--- config.mk ---
export PLATFORM = sky130hd
export DESIGN_NAME = rc_packet_decoder_failsafe_hop_core
export DESIGN_NICKNAME = d
export VERILOG_FILES = /design/src/hdl/rcpd_pkg.sv /design/src/hdl/rcpd_front.sv /design/src/hdl/rcpd_queue.sv /design/src/hdl/rcpd_back.sv /design/src/hdl/rc_packet_decoder_failsafe_hop_core.sv
export SDC_FILE = /design/constraint.sdc
export NUM_CORES = 1
export LEC_CHECK = 0
export ABC_AREA = 1
export BUFFER_PORTS_ARGS = -buffer_cell sky130_fd_sc_hd__buf_4
export CORE_UTILIZATION = 47
export DETAILED_ROUTE_END_ITERATION = 16
export GPL_TIMING_DRIVEN = 0
export PLACE_DENSITY = 0.71
export SLEW_MARGIN = 30
export SYNTH_ARGS = -nofsm -noshare
export SYNTH_HDL_FRONTEND = slang
export SYNTH_SLANG_ARGS = --single-unit
--- constraint.sdc ---
create_clock -name clk -period 9.7 [get_ports clk]
set_clock_uncertainty 0.1 [all_clocks]
set_input_delay 1.455 -clock clk [delete_from_list [all_inputs] [get_ports clk]]
set_output_delay 1.455 -clock clk [all_outputs]
set_load 0.005 [all_outputs]
--- src/hdl/rcpd_pkg.sv ---
// Shared types and constants of the receiver core.
package rcpd_pkg;

    localparam int NUM_CHANNELS = 8;
    localparam int HOP_SLOTS    = 20;
    localparam int MAX_MISSED   = 15;

    localparam int CH_STORE     = 8;
    localparam int SLOT_W       = 5;
    localparam int MISS_W       = $clog2(MAX_MISSED + 2);
    localparam int QUEUE_DEPTH  = 2;
    localparam int QPTR_W       = $clog2(QUEUE_DEPTH);
    localparam int QCNT_W       = $clog2(QUEUE_DEPTH + 1);
    localparam int DIVN_W       = 19;
    localparam int DIVQ_W       = 16;

    localparam logic [1:0] FUNC_TICK   = 2'd0;
    localparam logic [1:0] FUNC_PACKET = 2'd1;
    localparam logic [1:0] FUNC_HOP    = 2'd2;

    localparam logic [1:0] MODE_4CH = 2'd1;
    localparam logic [1:0] MODE_8CH = 2'd2;

    localparam logic [1:0] CFG_PROTOCOL_MODE  = 2'd0;
    localparam logic [1:0] CFG_SERVO_CENTER   = 2'd1;
    localparam logic [1:0] CFG_FAILSAFE_TICKS = 2'd2;

    localparam logic [1:0] STATUS_IDLE      = 2'd0;
    localparam logic [1:0] STATUS_RECEIVING = 2'd1;
    localparam logic [1:0] STATUS_FAILSAFE  = 2'd2;

    localparam logic [7:0] ID_STICK_3CH = 8'h55;
    localparam logic [7:0] ID_STICK_4CH = 8'h56;
    localparam logic [7:0] ID_STICK_8CH = 8'h57;
    localparam logic [7:0] ID_FS_3CH    = 8'haa;
    localparam logic [7:0] ID_FS_4CH    = 8'hab;
    localparam logic [7:0] ID_FS_8CH    = 8'hac;
    localparam logic [7:0] FS_ENABLE    = 8'h5a;

    localparam logic [5:0]  LEN_8CH            = 6'd13;
    localparam logic [15:0] TX_BIAS            = 16'hf200;
    localparam logic [15:0] FULL_SCALE         = 16'hffff;
    localparam logic [15:0] OFFSET_8CH         = 16'(476 * 2);
    localparam logic [15:0] SERVO_CENTER_RST   = 16'd1500;
    localparam logic [15:0] FAILSAFE_TICKS_RST = 16'd64;

    // floor(2^22 / 7): quotient estimate is low by at most one
    localparam int          RECIP_SHIFT = 22;
    localparam logic [19:0] RECIP_7     = 20'd599186;
    localparam logic [DIVN_W-1:0] DIV_7 = DIVN_W'(7);

    typedef logic [15:0] word_t;

    typedef enum logic [3:0] {
        CMD_NONE,
        CMD_TICK,
        CMD_HOP,
        CMD_CLR_MISS,
        CMD_STICK4,
        CMD_FS4_SET,
        CMD_FS4_OFF,
        CMD_STICK8,
        CMD_FS8
    } cmd_kind_t;

    typedef struct packed {
        cmd_kind_t                kind;
        word_t [CH_STORE-1:0]     vals;
        word_t                    raw_b;
        logic [DIVN_W-1:0]        div_num;
        logic [DIVQ_W-1:0]        div_q0;
        logic                     div_neg;
    } cmd_t;

    typedef struct packed {
        word_t servo_center;
        word_t failsafe_ticks;
    } back_cfg_t;

endpackage

--- src/hdl/rcpd_front.sv ---
// Event classifier: decodes one event into a command for the back end.
module rcpd_front (
    input  logic [1:0]          func,
    input  logic [63:0]         payload_low,
    input  logic [39:0]         payload_high,
    input  logic [5:0]          payload_length,
    input  logic [1:0]          protocol_mode,
    output rcpd_pkg::cmd_t      cmd
);
    import rcpd_pkg::*;

    logic [103:0]             pl;
    logic [7:0]               pb [13];
    logic [7:0]               sid;
    logic [7:0]               fid;
    logic [15:0]              s_word;
    logic [15:0]              mag;
    logic [DIVN_W-1:0]        num;
    logic [38:0]              prod;
    word_t [CH_STORE-1:0]     vals4;
    word_t [CH_STORE-1:0]     vals8;
    logic [3:0]               nib;

    assign pl = {payload_high, payload_low};

    always_comb
    begin
        for (int k = 0; k < 13; k++)
        begin
            pb[k] = pl[8*k +: 8];
        end
    end

    always_comb
    begin
        vals4    = '0;
        vals4[0] = FULL_SCALE - {pb[1], pb[0]};
        vals4[1] = FULL_SCALE - {pb[3], pb[2]};
        vals4[2] = FULL_SCALE - {pb[5], pb[4]};
        vals4[3] = FULL_SCALE - {pb[9], pb[6]};
        for (int i = 0; i < CH_STORE; i++)
        begin
            nib      = pb[9 + (i >> 1)][4*(i & 1) +: 4];
            vals8[i] = OFFSET_8CH + {4'd0, nib, pb[1 + i]};
        end
    end

    assign s_word = {pb[5], pb[4]};
    assign mag    = (s_word < TX_BIAS) ? (TX_BIAS - s_word) : (s_word - TX_BIAS);
    assign num    = DIVN_W'({mag, 2'b00}) + DIVN_W'(mag);
    assign prod   = 39'(num) * 39'(RECIP_7);

    assign sid = (protocol_mode == MODE_4CH) ? ID_STICK_4CH : ID_STICK_3CH;
    assign fid = (protocol_mode == MODE_4CH) ? ID_FS_4CH : ID_FS_3CH;

    always_comb
    begin
        cmd.vals    = (protocol_mode == MODE_8CH) ? vals8 : vals4;
        cmd.raw_b   = {pb[6], pb[9]};
        cmd.div_num = num;
        cmd.div_q0  = prod[RECIP_SHIFT +: DIVQ_W];
        cmd.div_neg = (s_word < TX_BIAS);
        cmd.kind    = CMD_NONE;
        case (func)
            FUNC_TICK:
            begin
                cmd.kind = CMD_TICK;
            end
            FUNC_HOP:
            begin
                cmd.kind = CMD_HOP;
            end
            FUNC_PACKET:
            begin
                if (protocol_mode == MODE_8CH)
                begin
                    if (payload_length == LEN_8CH)
                    begin
                        if (pb[0] == ID_STICK_8CH)
                        begin
                            cmd.kind = CMD_STICK8;
                        end
                        else if (pb[0] == ID_FS_8CH)
                        begin
                            cmd.kind = CMD_FS8;
                        end
                        else
                        begin
                            cmd.kind = CMD_CLR_MISS;
                        end
                    end
                end
                else if (pb[7] == sid)
                begin
                    cmd.kind = CMD_STICK4;
                end
                else if (pb[7] == fid)
                begin
                    cmd.kind = (pb[8] == FS_ENABLE) ? CMD_FS4_SET : CMD_FS4_OFF;
                end
                else
                begin
                    cmd.kind = CMD_CLR_MISS;
                end
            end
            default:
            begin
                cmd.kind = CMD_NONE;
            end
        endcase
    end

endmodule

--- src/hdl/rcpd_queue.sv ---
// Short command queue between the classifier and the executor.
module rcpd_queue (
    input  logic            clk,
    input  logic            rst_n,
    input  logic            push,
    input  rcpd_pkg::cmd_t  push_data,
    output logic            full,
    input  logic            pop,
    output rcpd_pkg::cmd_t  pop_data,
    output logic            empty
);
    import rcpd_pkg::*;

    cmd_t                mem_reg [QUEUE_DEPTH];
    logic [QPTR_W-1:0]   wr_ptr_reg;
    logic [QPTR_W-1:0]   wr_ptr_next;
    logic [QPTR_W-1:0]   rd_ptr_reg;
    logic [QPTR_W-1:0]   rd_ptr_next;
    logic [QCNT_W-1:0]   count_reg;
    logic [QCNT_W-1:0]   count_next;

    assign full     = (count_reg == QCNT_W'(QUEUE_DEPTH));
    assign empty    = (count_reg == '0);
    assign pop_data = mem_reg[rd_ptr_reg];

    always_comb
    begin
        wr_ptr_next = wr_ptr_reg;
        rd_ptr_next = rd_ptr_reg;
        count_next  = count_reg;
        if (push)
        begin
            wr_ptr_next = (wr_ptr_reg == QPTR_W'(QUEUE_DEPTH - 1)) ? '0 : wr_ptr_reg + 1'b1;
        end
        if (pop)
        begin
            rd_ptr_next = (rd_ptr_reg == QPTR_W'(QUEUE_DEPTH - 1)) ? '0 : rd_ptr_reg + 1'b1;
        end
        if (push && !pop)
        begin
            count_next = count_reg + 1'b1;
        end
        else if (pop && !push)
        begin
            count_next = count_reg - 1'b1;
        end
    end

    always_ff @(posedge clk or negedge rst_n)
    begin
        if (!rst_n)
        begin
            wr_ptr_reg <= '0;
            rd_ptr_reg <= '0;
            count_reg  <= '0;
        end
        else
        begin
            wr_ptr_reg <= wr_ptr_next;
            rd_ptr_reg <= rd_ptr_next;
            count_reg  <= count_next;
        end
    end

    always_ff @(posedge clk)
    begin
        if (push)
        begin
            mem_reg[wr_ptr_reg] <= push_data;
        end
    end

endmodule

--- src/hdl/rcpd_back.sv ---
// Command executor: link supervision, channel and failsafe state, hop tracking.
module rcpd_back (
    input  logic                 clk,
    input  logic                 rst_n,
    input  rcpd_pkg::back_cfg_t  cfg,
    input  rcpd_pkg::cmd_t       cmd,
    input  logic                 cmd_valid,
    output logic                 cmd_pop,
    output logic                 out_valid,
    input  logic                 out_ready,
    output logic [63:0]          channels_low,
    output logic [63:0]          channels_high,
    output logic [15:0]          raw_word_a,
    output logic [15:0]          raw_word_b,
    output logic [1:0]           link_status,
    output logic                 outputs_enabled,
    output logic [4:0]           hop_slot,
    output logic                 hop_restart,
    output logic                 failsafe_armed
);
    import rcpd_pkg::*;

    word_t               chan_reg  [CH_STORE];
    word_t               chan_next [CH_STORE];
    word_t               fs_reg    [CH_STORE];
    word_t               fs_next   [CH_STORE];
    logic                fs_on_reg;
    logic                fs_on_next;
    word_t               tmo_reg;
    word_t               tmo_next;
    logic                seen_reg;
    logic                seen_next;
    logic [1:0]          status_reg;
    logic [1:0]          status_next;
    logic [MISS_W-1:0]   miss_reg;
    logic [MISS_W-1:0]   miss_next;
    logic [SLOT_W-1:0]   slot_reg;
    logic [SLOT_W-1:0]   slot_next;
    word_t               raw_a_reg;
    word_t               raw_a_next;
    word_t               raw_b_reg;
    word_t               raw_b_next;
    logic                restart_reg;
    logic                restart_next;
    logic                out_valid_reg;
    logic                out_valid_next;

    logic                fire;
    logic [MISS_W-1:0]   miss_inc;
    logic [DIVN_W-1:0]   rem;
    logic [DIVQ_W-1:0]   quot;
    word_t               raw_a_calc;

    assign fire    = cmd_valid && (!out_valid_reg || out_ready);
    assign cmd_pop = fire;

    // finish the divide by seven: the estimate is low by at most one
    assign rem        = cmd.div_num - DIVN_W'(cmd.div_q0) * DIV_7;
    assign quot       = cmd.div_q0 + DIVQ_W'(rem >= DIV_7);
    assign raw_a_calc = cmd.div_neg ? (16'd0 - 16'(quot)) : 16'(quot);
    assign miss_inc   = miss_reg + 1'b1;

    always_comb
    begin
        for (int i = 0; i < CH_STORE; i++)
        begin
            chan_next[i] = chan_reg[i];
            fs_next[i]   = fs_reg[i];
        end
        fs_on_next     = fs_on_reg;
        tmo_next       = tmo_reg;
        seen_next      = seen_reg;
        status_next    = status_reg;
        miss_next      = miss_reg;
        slot_next      = slot_reg;
        raw_a_next     = raw_a_reg;
        raw_b_next     = raw_b_reg;
        restart_next   = restart_reg;
        out_valid_next = out_ready ? 1'b0 : out_valid_reg;

        if (fire)
        begin
            out_valid_next = 1'b1;
            restart_next   = 1'b0;
            if (cmd.kind == CMD_TICK && tmo_reg != '0)
            begin
                tmo_next = tmo_reg - 1'b1;
            end
            if (seen_reg && tmo_next == '0)
            begin
                for (int i = 0; i < CH_STORE; i++)
                begin
                    if (i < NUM_CHANNELS)
                    begin
                        chan_next[i] = fs_reg[i];
                    end
                end
                status_next = STATUS_FAILSAFE;
            end
            case (cmd.kind)
                CMD_HOP:
                begin
                    if (miss_inc > MISS_W'(MAX_MISSED))
                    begin
                        miss_next    = '0;
                        slot_next    = '0;
                        restart_next = 1'b1;
                    end
                    else
                    begin
                        miss_next = miss_inc;
                        slot_next = (slot_reg == SLOT_W'(HOP_SLOTS - 1)) ? '0 : slot_reg + 1'b1;
                    end
                end
                CMD_CLR_MISS:
                begin
                    miss_next = '0;
                end
                CMD_STICK4:
                begin
                    miss_next = '0;
                    for (int i = 0; i < 4; i++)
                    begin
                        chan_next[i] = cmd.vals[i];
                    end
                    raw_a_next  = raw_a_calc;
                    raw_b_next  = cmd.raw_b;
                    seen_next   = 1'b1;
                    tmo_next    = cfg.failsafe_ticks;
                    status_next = STATUS_RECEIVING;
                end
                CMD_FS4_SET:
                begin
                    miss_next  = '0;
                    fs_on_next = 1'b1;
                    for (int i = 0; i < 4; i++)
                    begin
                        fs_next[i] = cmd.vals[i];
                    end
                end
                CMD_FS4_OFF:
                begin
                    miss_next  = '0;
                    fs_on_next = 1'b0;
                    tmo_next   = cfg.failsafe_ticks;
                    for (int i = 0; i < CH_STORE; i++)
                    begin
                        if (i < NUM_CHANNELS)
                        begin
                            fs_next[i] = cfg.servo_center;
                        end
                    end
                end
                CMD_STICK8:
                begin
                    miss_next = '0;
                    for (int i = 0; i < CH_STORE; i++)
                    begin
                        if (i < NUM_CHANNELS)
                        begin
                            chan_next[i] = cmd.vals[i];
                        end
                    end
                    seen_next   = 1'b1;
                    tmo_next    = cfg.failsafe_ticks;
                    status_next = STATUS_RECEIVING;
                end
                CMD_FS8:
                begin
                    miss_next  = '0;
                    fs_on_next = 1'b1;
                    for (int i = 0; i < CH_STORE; i++)
                    begin
                        if (i < NUM_CHANNELS)
                        begin
                            fs_next[i] = cmd.vals[i];
                        end
                    end
                end
                default:
                begin
                end
            endcase
        end
    end

    always_ff @(posedge clk or negedge rst_n)
    begin
        if (!rst_n)
        begin
            for (int i = 0; i < CH_STORE; i++)
            begin
                chan_reg[i] <= '0;
                fs_reg[i]   <= SERVO_CENTER_RST;
            end
            fs_on_reg     <= 1'b0;
            tmo_reg       <= FAILSAFE_TICKS_RST;
            seen_reg      <= 1'b0;
            status_reg    <= STATUS_IDLE;
            miss_reg      <= '0;
            slot_reg      <= '0;
            raw_a_reg     <= '0;
            raw_b_reg     <= '0;
            restart_reg   <= 1'b0;
            out_valid_reg <= 1'b0;
        end
        else
        begin
            for (int i = 0; i < CH_STORE; i++)
            begin
                chan_reg[i] <= chan_next[i];
                fs_reg[i]   <= fs_next[i];
            end
            fs_on_reg     <= fs_on_next;
            tmo_reg       <= tmo_next;
            seen_reg      <= seen_next;
            status_reg    <= status_next;
            miss_reg      <= miss_next;
            slot_reg      <= slot_next;
            raw_a_reg     <= raw_a_next;
            raw_b_reg     <= raw_b_next;
            restart_reg   <= restart_next;
            out_valid_reg <= out_valid_next;
        end
    end

    assign out_valid       = out_valid_reg;
    assign channels_low    = {chan_reg[3], chan_reg[2], chan_reg[1], chan_reg[0]};
    assign channels_high   = {chan_reg[7], chan_reg[6], chan_reg[5], chan_reg[4]};
    assign raw_word_a      = raw_a_reg;
    assign raw_word_b      = raw_b_reg;
    assign link_status     = status_reg;
    assign outputs_enabled = seen_reg;
    assign hop_slot        = slot_reg;
    assign hop_restart     = restart_reg;
    assign failsafe_armed  = fs_on_reg;

endmodule

--- src/hdl/rc_packet_decoder_failsafe_hop_core.sv ---
// Top level of the radio-control receiver core.
//
// Input channel (in_valid/in_ready): one event per transaction, tick, packet
// or hop-timer expiry, with the packet bytes and length. Every event yields
// exactly one result transaction on the output channel (out_valid/out_ready)
// carrying the channel values, raw words and link/hop status after the event.
// Configuration channel (cfg_valid/cfg_ready, always ready): index 0 protocol
// mode, 1 servo center, 2 failsafe ticks; other indexes are ignored. Write it
// only while no events are in flight.
// A transaction taken enters the command queue, is executed once the output
// stage can accept a result, and its result is presented from then on.
// Throughput: one event per cycle while results are taken; the classifier
// feeds a two-entry command queue and the executor retires one command per
// cycle into the output stage. When the receiver stalls, the result holds,
// the executor stops, and in_ready drops once the queue holds two commands.
// Reset: channels zero, failsafe values 1500, timeout 64, status idle,
// hop slot zero, registers at their defaults; no events pending.
module rc_packet_decoder_failsafe_hop_core (
    input  logic         clk,
    input  logic         rst_n,
    input  logic         cfg_valid,
    output logic         cfg_ready,
    input  logic [1:0]   cfg_index,
    input  logic [15:0]  cfg_data,
    input  logic         in_valid,
    output logic         in_ready,
    input  logic [1:0]   func,
    input  logic [63:0]  payload_low,
    input  logic [39:0]  payload_high,
    input  logic [5:0]   payload_length,
    output logic         out_valid,
    input  logic         out_ready,
    output logic [63:0]  channels_low,
    output logic [63:0]  channels_high,
    output logic [15:0]  raw_word_a,
    output logic [15:0]  raw_word_b,
    output logic [1:0]   link_status,
    output logic         outputs_enabled,
    output logic [4:0]   hop_slot,
    output logic         hop_restart,
    output logic         failsafe_armed
);
    import rcpd_pkg::*;

    logic [1:0]  mode_reg;
    word_t       center_reg;
    word_t       ticks_reg;
    back_cfg_t   back_cfg;
    cmd_t        front_cmd;
    cmd_t        queue_cmd;
    logic        q_full;
    logic        q_empty;
    logic        q_pop;
    logic        push;

    assign cfg_ready = 1'b1;
    assign in_ready  = !q_full;
    assign push      = in_valid && in_ready;

    always_ff @(posedge clk or negedge rst_n)
    begin
        if (!rst_n)
        begin
            mode_reg   <= 2'd0;
            center_reg <= SERVO_CENTER_RST;
            ticks_reg  <= FAILSAFE_TICKS_RST;
        end
        else if (cfg_valid && cfg_ready)
        begin
            case (cfg_index)
                CFG_PROTOCOL_MODE:
                begin
                    mode_reg <= cfg_data[1:0];
                end
                CFG_SERVO_CENTER:
                begin
                    center_reg <= cfg_data;
                end
                CFG_FAILSAFE_TICKS:
                begin
                    ticks_reg <= cfg_data;
                end
                default:
                begin
                end
            endcase
        end
    end

    assign back_cfg.servo_center   = center_reg;
    assign back_cfg.failsafe_ticks = ticks_reg;

    rcpd_front u_front (
        .func           (func),
        .payload_low    (payload_low),
        .payload_high   (payload_high),
        .payload_length (payload_length),
        .protocol_mode  (mode_reg),
        .cmd            (front_cmd)
    );

    rcpd_queue u_queue (
        .clk       (clk),
        .rst_n     (rst_n),
        .push      (push),
        .push_data (front_cmd),
        .full      (q_full),
        .pop       (q_pop),
        .pop_data  (queue_cmd),
        .empty     (q_empty)
    );

    rcpd_back u_back (
        .clk             (clk),
        .rst_n           (rst_n),
        .cfg             (back_cfg),
        .cmd             (queue_cmd),
        .cmd_valid       (!q_empty),
        .cmd_pop         (q_pop),
        .out_valid       (out_valid),
        .out_ready       (out_ready),
        .channels_low    (channels_low),
        .channels_high   (channels_high),
        .raw_word_a      (raw_word_a),
        .raw_word_b      (raw_word_b),
        .link_status     (link_status),
        .outputs_enabled (outputs_enabled),
        .hop_slot        (hop_slot),
        .hop_restart     (hop_restart),
        .failsafe_armed  (failsafe_armed)
    );

    a_status_needs_stick: assert property (@(posedge clk) disable iff (!rst_n)
        out_valid |-> (outputs_enabled || link_status == STATUS_IDLE))
        else $error("link active before any stick transaction");

    a_restart_slot_zero: assert property (@(posedge clk) disable iff (!rst_n)
        (out_valid && hop_restart) |-> (hop_slot == '0))
        else $error("hop restart with nonzero slot");

    a_slot_in_range: assert property (@(posedge clk) disable iff (!rst_n)
        out_valid |-> (hop_slot < SLOT_W'(HOP_SLOTS)))
        else $error("hop slot out of range");

    a_no_pop_when_empty: assert property (@(posedge clk) disable iff (!rst_n)
        q_pop |-> !q_empty)
        else $error("command popped from empty queue");

endmodule
-- After elaboration in Yosys (flattened, before gate mapping)
Memories as Yosys holds them, arrays and structs flattened.
Cells that the tools add are included.
- flip-flop bits (word level): 358
- memory bits (writable): 368
- input port bits: 135
- output and inout port bits: 173
- word-level logic and storage cells: 162
- memories kept: 1
- $add $sub $neg: 25
- multiply operators: 2
- $lt $le $gt $ge: 3
- equal/unequal tests: 22
- muxes and demuxes: 38
- reduce and logical (&&, ||, !) cells: 39
- memory list (memory ; depth ; width ; read ports ; clocked after memory_dff ; wr ports ; RTL line ; RTL):
    u_queue.mem_reg ; 2 ; 184 ; 1 ; 0 ; 1 ; rcpd_queue.sv:14 ; cmd_t mem_reg [QUEUE_DEPTH];
- operators with widths (kind ; number):
    2-to-1 mux 128 bit ; 2
    case mux 64 bit (2 select lines) ; 2
    2-to-1 mux 64 bit ; 2
    adder 10 x 12 -> 13 bit (first input constant) ; 8
    2-to-1 mux 16 bit ; 5
    subtractor 16 bit (first input constant) ; 5
    multiplier 19 x 19 -> 37 bit (second input constant) ; 1
    2-to-1 mux 4 bit ; 6
    AND reduction 2 bit ; 11
    adder 18 x 16 -> 19 bit ; 1
    >= comparator 19 x 3 -> 1 bit (second input constant) ; 1
    multiplier 16 x 3 -> 19 bit (second input constant) ; 1
    subtractor 19 bit ; 1
    adder 16 x 1 -> 16 bit ; 1
    == test 4 x 3 -> 1 bit (second input constant) ; 4
    == test 8 x 7 -> 1 bit (second input constant) ; 2
    == test 8 bit ; 2
    zero test 16 bit ; 1
    < comparator 16 bit (second input constant) ; 1
    nonzero test 16 bit ; 1
    subtractor 1 x 16 -> 16 bit (first input constant) ; 1
    subtractor 16 x 1 -> 16 bit (second input constant) ; 1
    subtractor 16 bit (second input constant) ; 1
    2-to-1 mux 5 bit ; 3
    26 further kinds ; 65

-- Longest topological paths before layout
Gate-level depths: netlist of run 1.
An unclocked memory read counts as a cell.
- word-level depth: 9
- depth in mapped cells: 42
- gate-level depth less buffers: 42

-- By module
Synthesis of run 1 repeated with hierarchy kept, for this count alone.
- cell total of the unflattened synthesis: 4485
- area total of the unflattened synthesis: 41806.3 um^2
- by module, submodules not included (module ; times used ; cells each ; area an instance (um^2) ; seq. area each (um^2)):
    rcpd_back ; 1 ; 2450 ; 18172.4 ; 8079.0
    rcpd_queue ; 1 ; 598 ; 14109.8 ; 11150.7
    rcpd_front ; 1 ; 1277 ; 7982.7 ; 0.0
    rc_packet_decoder_failsafe_hop_core ; 1 ; 160 ; 1541.5 ; 860.8

-- Worst setup path after synthesis of run 1
No wires, ideal clock.
- path type: in2reg
- start: input in_valid
- end: memory u_queue.mem_reg[1][0] (netlist name) (enable)
- setup time: 707 ps
- arrival: 8699 ps
- data required time: 8893 ps
- slack: 194 ps
- cell stages on the path: 2
- buffers on the path: 0
- path through: nand2_1 -> nor2_1
- cells in the longest elaborated chain, start to end: 3
- RTL lines (what ; RTL line ; RTL):
    from (decl) ; rc_packet_decoder_failsafe_hop_core.sv:25 ; input logic in_valid,
    logical AND 1 bit ; rc_packet_decoder_failsafe_hop_core.sv:58 ; assign push = in_valid && in_ready;
    2-to-1 mux 1 bit ; rcpd_queue.sv:67 ; if (push)
    2-to-1 mux 1 bit (implied by the code) ; rcpd_queue.sv:69 ; mem_reg[wr_ptr_reg] <= push_data;
    to (decl) ; rcpd_queue.sv:14 ;
Every way passes these cells.

-- Worst setup path after layout of run 1
- start: register u_queue.rd_ptr_reg
- end: register u_back.raw_a_reg[13], in the netlist u_back.raw_word_a[13]
- cells in the longest elaborated chain, start to end: 7
- elaborated cells on any way between the ends: 9
- those cells by class: 3 x add/sub; 1 x mul; 1 x order compare; 1 x eq/ne; 1 x mux; 1 x reduce/logical; 1 x memory
- RTL lines (what ; RTL line ; RTL):
    from (decl) ; rcpd_queue.sv:17 ; logic [QPTR_W-1:0] rd_ptr_reg;
    from (signal assigned) ; rcpd_queue.sv:60 ; rd_ptr_reg <= rd_ptr_next;
    memory (2 x 184 bit) * ; - ;
    multiplier 16 x 3 -> 19 bit ; rcpd_back.sv:58 ; assign rem = cmd.div_num - DIVN_W'(cmd.div_q0) * DIV_7;
    subtractor 19 bit ; rcpd_back.sv:58 ;
    >= comparator 19 x 3 -> 1 bit ; rcpd_back.sv:59 ; assign quot = cmd.div_q0 + DIVQ_W'(rem >= DIV_7);
    adder 16 x 1 -> 16 bit ; rcpd_back.sv:59 ;
    subtractor 1 x 16 -> 16 bit ; rcpd_back.sv:60 ; assign raw_a_calc = cmd.div_neg ? (16'd0 - 16'(quot)) : 16'(quot);
    2-to-1 mux 16 bit ; rcpd_back.sv:60 ;
    to (signal assigned) ; rcpd_back.sv:220 ; raw_a_reg <= raw_a_next;
    to (decl) ; rcpd_back.sv:39 ; word_t raw_a_reg;
Mark *: on every way between the ends. The rest lies on a longest branch, timed or not.
A chain may end at the register's enable or synchronous reset.

==> metrics, run 1 <==
DP Wirelength a little over 90000 um; area leader, netlist edfxtp_1; layout cells sized above 1 between 10% and 20%; critical path required time between 10 and 15 ns; Clock Pin Slew Worst Setup and Hold Paths roughly 0.060 ns; first-pass iteration count of the detailed router 6; Setup crit start kind register; Routed Antenna Nets 0; Synth-to-Final Area Change 17.6%; port buffer count 306; final period utilization 89.8%; Ys Warns 0; HP Class reg -> reg; Slew headroom 33.2%; Setup violations, final 0; final core utilization between 50% and 60%; top-area cell type share of the netlist area a little over a quarter; vias post-DR between 30000 and 40000; Synth area leaders edfxtp_1 (27%), dfrtp_1 (18%), nand2_1 (13%); Filler cells between 7000 and 8000; Top Ports between 300 and 400; delay of the slowest cell on the worst path approximately 0.72 ns; max-slew violation count 0; Die Span Y 287 um; Final Wtd Congestion ~0.98; vias per cell approximately 5.4; Setup CP Type reg -> reg; GRT Resource Usage Total ~28%; DRC viols 0; htree depth 3; Total Wirelength 115000 um; initial DRC count ~3000; core box area ~80000 um^2; WL/cell approximately 20 um; vias in the first global route about 30000; status complete, no violations; fmax ~0.11 GHz; Mean Syn Cell Area slightly below 9 um^2; count of different cell masters after synthesis 54; CTS tree built; crit path capture type register; initial antenna violation count 9; most frequent CP cell nand2_1; max reg flops ~340; ys flop type edfxtp_1; Die Wd between 200 and 300 um; largest net degree at the start of global routing roughly 90; final net count approximately 5100; GRT Residual Overflow 0; first-pass GRT wire length ~170000 um; CTS-repair resized insts 0; CP max FO 10; Final min period 8.71 ns; RSZ-0062 raised after global routing no; Initial Utilization 47.5%; root buf cell clkbuf_16; Clock Latency Late Sink approximately 0.63 ns; setup_tns 0 ns; die area 82400 um^2; worst-margin pin slew about 1.0 ns; sequential area share after synthesis approximately half; Cells after Synth 4338; number of flops mapped to enable cells by yosys between 300 and 400; Seq cells post-synth roughly 680; fraction of registers with async set/reset between 40% and 50%; post-CTS setup buffer count 0; CTS Buf Count between 70 and 80; slowest CP cell clkbuf_1; hold_buf cts 0; Rows around 100; max-cap violation count 0; final hold violations 0; Max Root-Sink Buffers 3; WP data arrival a little over 9 ns; Mapped Area around 38000 um^2; Clock Sinks 684; fin worst setup slack slightly below 1 ns; pre-CTS setup slack 0.468 ns; Mapped Nets approximately 4700
## final cells by class
cell class                 instances  area [um^2]  area share, %
buffer                           177          866           1.93
clock buffer                      99         2050           4.56
sequential                       684        18900           42.1
antenna                            3         7.51         0.0167
tap                             1060         1330           2.95
timing repair buffer             331         2950           6.57
multi-input combinational       3042        16800           37.4
inverter                         435         1630           3.64
clock inverter                    34          369          0.821
## routing by layer
layer	wire (um)	GRT usage, %	up-vias
met5	68	0	-
met1	46800	36.1	14900
met2	54200	45.7	1248
li1	-	-	15100
met4	5090	12.4	10
met3	8930	4.45	257
## worst paths after layout
kind,cells past startpoint,to,slack [ns],start
min,2,u_back.channels_low[30]$_DFFE_PN0P_,0.37,u_back.channels_low[30]$_DFFE_PN0P_
min in group asynchronous,1,u_back.channels_low[3]$_DFFE_PN0P_,0.66,rst_n
min reg2reg,2,u_back.channels_low[30]$_DFFE_PN0P_,0.37,u_back.channels_low[30]$_DFFE_PN0P_
max in group asynchronous,3,u_back.fs_reg[24]$_DFFE_PN1P_,7.64,rst_n
max reg2reg,37,u_back.raw_word_a[13]$_DFFE_PN0P_,0.99,u_queue.rd_ptr_reg$_DFFE_PN0P_
max,37,u_back.raw_word_a[13]$_DFFE_PN0P_,0.99,u_queue.rd_ptr_reg$_DFFE_PN0P_
## cells in the mapped netlist (all sizes together) (2+ instances only)
master	instances
a31oi	109
dfrtp	275
nand2	1340
edfxtp	344
clkinv	2
a21o	7
mux2i	10
dfstp	65
nand3b	4
a21oi	101
o22ai	17
o21bai	4
nor4	10
ha	176
o31ai	2
a22oi	2
xnor2	32
nor3	37
o21a	2
buf	57
o41ai	2
nand3	251
nand4	26
nor2	327
inv	433
xor2	90
a211oi	5
o211ai	28
o21ai	335
fa	82
a21boi	2
clkbuf	120
o2111ai	2
o221ai	3
or2	28
and2	2
## placed cells by master (no fill, tap or decap), drive strengths merged, types with 32 or more instances in the layout
| cell type | netlist | layout |
|---|---|---|
| edfxtp | 344 | 344 |
| buf | 57 | 388 |
| nor3 | 37 | 37 |
| inv | 433 | 440 |
| nand2 | 1340 | 1340 |
| ha | 176 | 176 |
| xor2 | 90 | 90 |
| xnor2 | 32 | 32 |
| nor2 | 327 | 327 |
| clkbuf | 120 | 219 |
| a21oi | 101 | 101 |
| dfrtp | 275 | 275 |
| dfstp | 65 | 65 |
| nand3 | 251 | 251 |
| a31oi | 109 | 109 |
| fa | 82 | 82 |
| o21ai | 335 | 335 |
## metrics by stage
stage / hold WS (ns) / instances / cell area, um^2
global route: 0.389 / 5865 / 44900
CTS: 0.374 / 5862 / 44900
detailed placement: 0.360 / 5729 / 42500
floorplan: 0.346 / 4338 / 38200
finish: 0.370 / 5865 / 44900
global placement: 0.358 / 5704 / 41800
## cell families after synthesis
group,Yosys count,share of synthesized area (%)
AND/OR/NAND/NOR,2026,21.4
multiplexers,10,0.262
buffers and inverters,612,6.54
flip-flops,684,49.5
XOR/XNOR,122,2.80
AO/OA/AOI/OAI,625,9.44
other,1,0.00982
adder cells (fa/ha/maj),258,10.1
## worst max-delay path, delay by kind of cell, from the launching register on
family / cells / cell delay (ns)
xor gates and xnor gates: 2 / 0.43
adders and majority gates: 5 / 1.88
buffers and inverters: 6 / 2.57
AOI/OAI and AO/OA: 4 / 1.01
DFF: 1 / 0.54
and+or+nand+nor: 20 / 2.05
Power of run 1 is left out: the tool's default activity adds up to more than one toggle a clock period on the data nets, which glitch-free logic cannot reach.
==> run 2, diff against run 1 <==
--- a/config.mk
+++ b/config.mk
@@ -11,6 +11,7 @@
 export DETAILED_ROUTE_END_ITERATION = 16
 export GPL_TIMING_DRIVEN = 0
 export PLACE_DENSITY = 0.71
+export REMOVE_ABC_BUFFERS = 1
 export SLEW_MARGIN = 30
 export SYNTH_ARGS = -nofsm -noshare
 export SYNTH_HDL_FRONTEND = slang
==> run 2 against run 1 <==
Against the previous run:
- non-clock buffer count fell by 146
- via count fell by 2.6%
- worst setup slack got worse by 0.21 ns
- clock-buffer cell count fell by 2
==> metrics, run 2 (same netlist as run 1, synthesis figures left out) <==
GRT Residual Overflow 0; CTS Buf Count 71; commonest non-fill, non-tap cell in the layout nand2_1; delay of the slowest cell on the worst path slightly below 0.6 ns; vias per cell roughly 5.4; Setup crit start kind input pin; final period utilization approximately nine tenths; core box area 80400 um^2; Die Wd 287 um; CTS-repair resized insts 0; port buffer count 306; status complete, no violations; most frequent CP cell nand2_1; area of the multi-input gates between 15000 and 20000 um^2; die area roughly 80000 um^2; Synth-to-Final Area Change 17.4%; fmax 0.112 GHz; root buf cell clkbuf_16; final hold violations 0; Clock Latency Late Sink around 0.63 ns; Filler cells approximately 7100; placed cell count roughly 5600; layout cells sized above 1 13.5%; htree depth 3; Initial Utilization roughly 48%; largest net degree at the start of global routing 95; WP data arrival 9.27 ns; worst-margin pin slew 0.949 ns; Die Span Y 287 um; RSZ-0062 raised after global routing no; DRC viols 0; fin worst setup slack around 0.8 ns; Final min period between 8 and 9 ns; final net count 4989; Clock Pin Slew Worst Setup and Hold Paths about 0.060 ns; slowest CP cell fa_1; initial DRC count 2616; post-CTS setup buffer count 0; Final Non-Filler Cells ~5700; vias post-DR around 31000; WL/cell 19.1 um; critical path required time 10.05 ns; DP Wirelength about 80000 um; storage element area approximately 19000 um^2; Rows approximately 100; pre-CTS setup slack around 0.23 ns; Routed Antenna Nets 0; GRT Resource Usage Total a little over a quarter; hold_buf cts 0; first-pass GRT wire length around 170000 um; first-pass iteration count of the detailed router 6; Setup violations, final 0; Slew headroom 36.3%; max reg flops between 300 and 400; CP max FO 28; Final Wtd Congestion between 0.9 and 1; Top Ports 308; commonest cells after routing, fill and taps aside nand2_1 (1332), inv_1 (427), edfxtp_1 (344), nor2_1 (320), buf_4 (305); Max Root-Sink Buffers 3; max-cap violation count 0; HP Class reg -> reg; vias in the first global route slightly below 30000; max-slew violation count 0; Setup CP Type in -> reg; CTS tree built; initial antenna violation count 14; Clock Sinks between 600 and 700; crit path capture type register; Total Wirelength about 110000 um
[run 2: worst max-delay path, delay by kind of cell]
kind / cells / cell delay [ns]
adders and majority gates: 6 / 2.78
and+or+nand+nor: 15 / 2.37
xor gates and xnor gates: 4 / 1.24
buffers and inverters: 7 / 0.80
AOI/OAI and AO/OA: 2 / 0.60
[run 2: layout make-up]
cell class / count / area share, %
clock inverters: 34 / 0.722
repair buffers: 362 / 8.26
diodes: 2 / 0.0112
flip-flops and latches: 684 / 42.2
clock buffers: 97 / 4.52
inverters: 435 / 3.68
well taps: 1060 / 2.96
multi-input cells: 3042 / 37.7
[run 2: path summary, 6_finish.rpt]
path,endpoint,depth (start not counted),slack [ns],start
min reg2reg,u_back.channels_low[25]$_DFFE_PN0P_,2,0.37,u_back.channels_low[25]$_DFFE_PN0P_
max reg2reg,u_back.raw_word_a[13]$_DFFE_PN0P_,36,1.90,u_queue.rd_ptr_reg$_DFFE_PN0P_
max in group asynchronous,u_back.fs_reg[10]$_DFFE_PN1P_,3,7.67,rst_n
max,u_queue.mem_reg[1][13]$_DFFE_PP_,34,0.78,payload_low[41]
min in group asynchronous,u_back.channels_low[1]$_DFFE_PN0P_,1,0.63,rst_n
min,u_back.channels_low[25]$_DFFE_PN0P_,2,0.37,u_back.channels_low[25]$_DFFE_PN0P_
[run 2: stage by stage]
step / setup TNS [ns] / area [um^2] / hold slack, ns / utilization, %
3_5_place_dp: 0 / 42500 / 0.360 / 52.9
5_1_grt: 0 / 44900 / 0.392 / 55.8
3_3_place_gp: -5193.32 / 41000 / 0.357 / 50.9
2_1_floorplan: -454.10 / 37300 / 0.346 / -
6_report: 0 / 44900 / 0.372 / 55.8
4_1_cts: 0 / 44900 / 0.375 / 55.8
[run 2: routing by layer]
layer  global-route usage [%]  vias up  share of wire, %
met3                     5.06      239               7.5
met2                     44.4     1048                48
met4                     10.3       24               3.8
li1                         -    14800                 -
met5                        0        -              0.14
met1                     33.7    14600                40
Power of run 2 is left out for the same reason.
